$ cat src/rtl/dbpr_pkg.sv
// shared types and constants for the detection box to pixel rect block
package dbpr_pkg;

    localparam int FRAC_BITS_DEF     = 16;
    localparam int MAX_FRAME_DIM_DEF = 8192;

    localparam int CFG_IDX_W  = 3;
    localparam int CFG_DATA_W = 16;
    localparam int DIM_W      = 14;
    localparam int RATIO_W    = 16;
    localparam int COORD_W    = 32;

    // register indexes
    localparam logic [CFG_IDX_W-1:0] REG_FRAME_W    = 3'd0;
    localparam logic [CFG_IDX_W-1:0] REG_FRAME_H    = 3'd1;
    localparam logic [CFG_IDX_W-1:0] REG_PAD_SIDE   = 3'd2;
    localparam logic [CFG_IDX_W-1:0] REG_PAD_TOP    = 3'd3;
    localparam logic [CFG_IDX_W-1:0] REG_PAD_BOTTOM = 3'd4;

    // coordinate modes
    localparam logic [1:0] MODE_CENTRE = 2'd0;
    localparam logic [1:0] MODE_IMAGE  = 2'd1;
    localparam logic [1:0] MODE_PIXEL  = 2'd2;

    // configuration as seen by the datapath
    typedef struct packed {
        logic [DIM_W-1:0]   frame_w;
        logic [DIM_W-1:0]   frame_h;
        logic [RATIO_W-1:0] pad_side;
        logic [RATIO_W-1:0] pad_top;
        logic [RATIO_W-1:0] pad_bottom;
    } t_cfg;

    // one result item
    typedef struct packed {
        logic [DIM_W-1:0] rect_x;
        logic [DIM_W-1:0] rect_y;
        logic [DIM_W-1:0] rect_width;
        logic [DIM_W-1:0] rect_height;
        logic [1:0]       coord_mode;
        logic             rect_nonempty;
    } t_result;

endpackage

$ cat src/rtl/dbpr_cfg_regs.sv
// configuration register file with frame size saturation
module dbpr_cfg_regs
    import dbpr_pkg::*;
#(
    parameter int MAX_FRAME_DIM = MAX_FRAME_DIM_DEF
) (
    input  logic                  i_clk,
    input  logic                  i_rst_n,
    input  logic                  i_cfg_we,
    input  logic [CFG_IDX_W-1:0]  i_cfg_index,
    input  logic [CFG_DATA_W-1:0] i_cfg_data,
    output t_cfg                  o_cfg
);

    logic [DIM_W-1:0]   r_frame_w, r_frame_h;
    logic [RATIO_W-1:0] r_pad_side, r_pad_top, r_pad_bottom;

    // register writes, unknown index ignored
    always_ff @(posedge i_clk) begin
        if (!i_rst_n) begin
            r_frame_w    <= DIM_W'(1920);
            r_frame_h    <= DIM_W'(1080);
            r_pad_side   <= '0;
            r_pad_top    <= '0;
            r_pad_bottom <= '0;
        end else if (i_cfg_we) begin
            unique case (i_cfg_index)
                REG_FRAME_W:    r_frame_w    <= i_cfg_data[DIM_W-1:0];
                REG_FRAME_H:    r_frame_h    <= i_cfg_data[DIM_W-1:0];
                REG_PAD_SIDE:   r_pad_side   <= i_cfg_data[RATIO_W-1:0];
                REG_PAD_TOP:    r_pad_top    <= i_cfg_data[RATIO_W-1:0];
                REG_PAD_BOTTOM: r_pad_bottom <= i_cfg_data[RATIO_W-1:0];
                default: ;
            endcase
        end
    end

    // saturate frame size to the largest supported dimension
    function automatic logic [DIM_W-1:0] sat_dim(input logic [DIM_W-1:0] v);
        logic [31:0] w;
        w = 32'(v);
        if (w > 32'(MAX_FRAME_DIM)) return DIM_W'(MAX_FRAME_DIM);
        return v;
    endfunction

    assign o_cfg.frame_w    = sat_dim(r_frame_w);
    assign o_cfg.frame_h    = sat_dim(r_frame_h);
    assign o_cfg.pad_side   = r_pad_side;
    assign o_cfg.pad_top    = r_pad_top;
    assign o_cfg.pad_bottom = r_pad_bottom;

endmodule

$ cat config.mk
export PLATFORM = sky130hd
export DESIGN_NAME = dbpr_cfg_regs
export DESIGN_NICKNAME = d
export VERILOG_FILES = /design/src/rtl/dbpr_pkg.sv /design/src/rtl/dbpr_cfg_regs.sv
export SDC_FILE = /design/constraint.sdc
export NUM_CORES = 1
export LEC_CHECK = 0
export BUFFER_PORTS_ARGS = -buffer_cell sky130_fd_sc_hd__buf_2
export CAP_MARGIN = 15
export CORE_UTILIZATION = 40
export DETAILED_ROUTE_END_ITERATION = 12
export PLACE_DENSITY = 0.68
export SYNTH_ARGS = -nofsm -noshare
export SYNTH_HDL_FRONTEND = slang
export SYNTH_SLANG_ARGS = --single-unit
export TNS_END_PERCENT = 100
$ cat constraint.sdc
create_clock -name i_clk -period 1 [get_ports i_clk]
set_input_delay 0.05 -clock i_clk [delete_from_list [all_inputs] [get_ports i_clk]]
set_output_delay 0.05 -clock i_clk [all_outputs]
set_load 0.02 [all_outputs]
==> metrics.md <==
| Metric | Value |
|---|---|
| Status | finished, violations left |
| Failing checks | setup timing |
| Io pins | 98 |
| Met3 WL post-DR | 440 µm |
| Footprint of the multi-input gates | 0.001319 mm² |
| Clock sink count | 76 |
| # setup viols final | 28 |
| Slew headroom | 80.43% |
| CTS tree | done |
| Syn Nets | 373 |
| LEAKAGE | 1.729 nW |
| First-pass GRT wire length | 12.14 mm |
| Fmax | 866.5 MHz |
| Crit-path cells | buf_6, nor2b_1, buf_4 |
| Remaining DRCs | 0 |
| H-tree depth | 3 |
| Root buffer cell | clkbuf_8 |
| Syn Area/Cell | 8.373 µm² |
| Reg2reg path depth | 2 |
| Port Buffers | 97 |
| Share of the synthesized area in the top cell type | 51.77% |
| DR WL met2 | 3.665 mm |
| 1st-iter DRT viols | 154 |
| Highest metal used | met4 |
| Slew Limit Fails | 0 |
| Unique cell type count in the Yosys netlist | 19 |
| Rows | 30 |
| Power Dens Cells | 1530 mW/mm² |
| Sequential Area | 0.001531 mm² |
| Max-cap violations | 0 |
| Final Hold Vio Count | 0 |
| Largest net degree at the start of global routing | 78 |
| Peak VDD IR | 0.6936 mV |
| Core area | 0.006944 mm² |
| CTS Buffer Depth | 2 |
| Initial core utilization | 42.32% |
| Final core occ | 57.01% |
| Most common cell after layout, fill and taps aside | nand2_1 |
| Clock Skews | 0 ns |
| Slew @ Worst Pin | 0.2935 ns |
| #FFs+latches synth | 76 |
| Nets | 472 |
| Leading area contributor after synthesis | dfxtp_1 |
| Post-route cell area | 0.003959 mm² |
| Unrepaired setup endpoints after global routing | yes |
| Most frequent cells in the layout | 104 x nand2_1, 72 x dfxtp_1, 70 x buf_2, 40 x nand3_1 |
| CP endpoint kind | primary output |
| Vias in the first global route | 2410 |
| Crit path launch type | flip-flop |
| Largest stage delay on the critical path | 0.38 ns |
| Setup Crit Path Kind | flip-flop to primary output |
| Layout cell share with drive strength beyond 1 | 30.68% |
| WL per Instance | 14.38 µm |
| Overall Global Routing Usage | 21.41% |
| DR vias | 2705 |
| WHS Path Cells | 3 |
| Dpl cells | 530 |
| Synth area leaders | dfxtp_1 52%, nand2_1 13%, a21boi_0 7.2% |
| Synth-to-Final Area Change | 34.70% |
| WL met1 | 3.671 mm |
| Number of buffers created by CTS | 9 |
| Worst-path maximum fanout | 8 |
| Register clock-pin slew on the reported worst setup and hold paths | 0.07 ns |
| Mapped Area | 0.002939 mm² |
| DIE AREA | 0.007695 mm² |
| Fillers | 669 |
| Die height | 87.72 µm |
| Syn Inst Count | 351 |
| Worst Hold Class | primary input to flip-flop |
| Final std cells w/o fill | 549 |
| HPWL Detailed | 5.315 mm |
| CP arrival | 1.10 ns |
| Slowest CP cell | dfxtp_4 |
| Final WL | 7.893 mm |
| Final worst slack | -0.1541 ns |
| Gr ovfl total | 0 |
| Die width | 87.72 µm |
| Initial antenna violation count | 0 |
| Clk Latency, worst-skew pair | 0.33 ns |
| Post-DRT Antenna Nets | 0 |
| Tot Pwr | 6.059 mW |
| Min Tclk post-route | 1.154 ns |
| Critical Path RT | 0.95 ns |
| Fin crit share | 115.4% |
| Pre-antenna DRT Iters | 4 |
| Seq/Total Area, Yosys | 51.77% |
| Dpl cell area | 0.003603 mm² |
| Drt via density | 4.927 |
| Synthesis Warnings | 0 |
| ANT cells | 0 |
| GP Congestion | 0.7159 |
## power breakdown
group | total (mW) | internal [mW] | switching [mW] | leakage (nW)
registers | 3.13 | 3.09 | 0.0399 | 0.618
clock network | 2.32 | 1.26 | 1.06 | 0.0983
logic | 0.610 | 0.245 | 0.365 | 1.01
## cells by family (layout without fill, tap and decap cells)
logic type      Yosys count  after routing  synth area share, %
compound gates           68             68                14.64
flops                    76             76                51.77
simple gates            178            178                29.20
buf+inv                  29            131                4.385
## synth_stat cells, drive strengths merged
master,n
a21boi,36
and4bb,2
buf,9
clkbuf,20
dfxtp,76
nand2,104
nand3,40
nand4b,1
nand4bb,3
nor2b,26
nor4b,1
o21ai,32
or4b,1
## flip-flops by register name, summed over array words and instances, names as in the netlist
| register | flops |
|---|---|
| r_pad_bottom | 16 |
| r_pad_side | 16 |
| r_pad_top | 16 |
| r_frame_h | 14 |
| r_frame_w | 14 |
## area by class of cell
| type | count | area share (%) |
|---|---|---|
| Clock buffer | 12 | 3.919 |
| Timing Repair Buffer | 117 | 20.16 |
| Multi-Input combinational cell | 246 | 33.31 |
| Clock inverter | 2 | 0.8850 |
| Tap cell | 96 | 3.034 |
| Sequential cell | 76 | 38.69 |
## critical path: cells and delay by family, from the launching register on
family / cells / cell delay (ns)
DFF: 1 / 0.38
and+or+nand+nor: 1 / 0.11
buffers and inverters: 2 / 0.29
## routing by layer
layer  track usage [%]  vias to the layer above
li1                  -                     1359
met1             27.57                     1254
met2             34.88                       82
met3             4.807                       10
met4             8.346                        0
met5                 0                        -
## path summary, 6_finish.rpt
kind	from	slack, ns	end
setup / recovery	r_frame_w[13]$_SDFFE_PN0P_	-0.15	o_cfg[71]
hold / removal	i_cfg_data[0]	0.01	r_frame_w[0]$_SDFFE_PN0P_
setup reg to reg	r_frame_h[13]$_SDFFE_PN0P_	0.23	r_frame_h[13]$_SDFFE_PN0P_
hold reg to reg	r_frame_w[1]$_SDFFE_PN0P_	0.45	r_frame_w[1]$_SDFFE_PN0P_
## timing repair
| item | in CTS | in global routing |
|---|---|---|
| hold endpoints to repair | 8 | 0 |
| hold buffers | 4 | 0 |
| gates resized for setup | 38 | 10 |
| setup endpoints to repair | 28 | 28 |
| buffers inserted | 0 | 2 |
| gates cloned | 0 | 0 |
## through the flow
step	TNS, ns	worst slack [ns]	hold WS [ns]
global route	-4.166	-0.2125	0.01342
floorplan	-0.5282	-0.06626	0.1740
CTS	-2.894	-0.1671	0.005734
global placement	-3.610	-0.1918	0.3240
detailed placement	-4.658	-0.2001	0.3249
finish	-2.752	-0.1541	0.009789
Note: power is estimated with default switching activity, not from simulation.
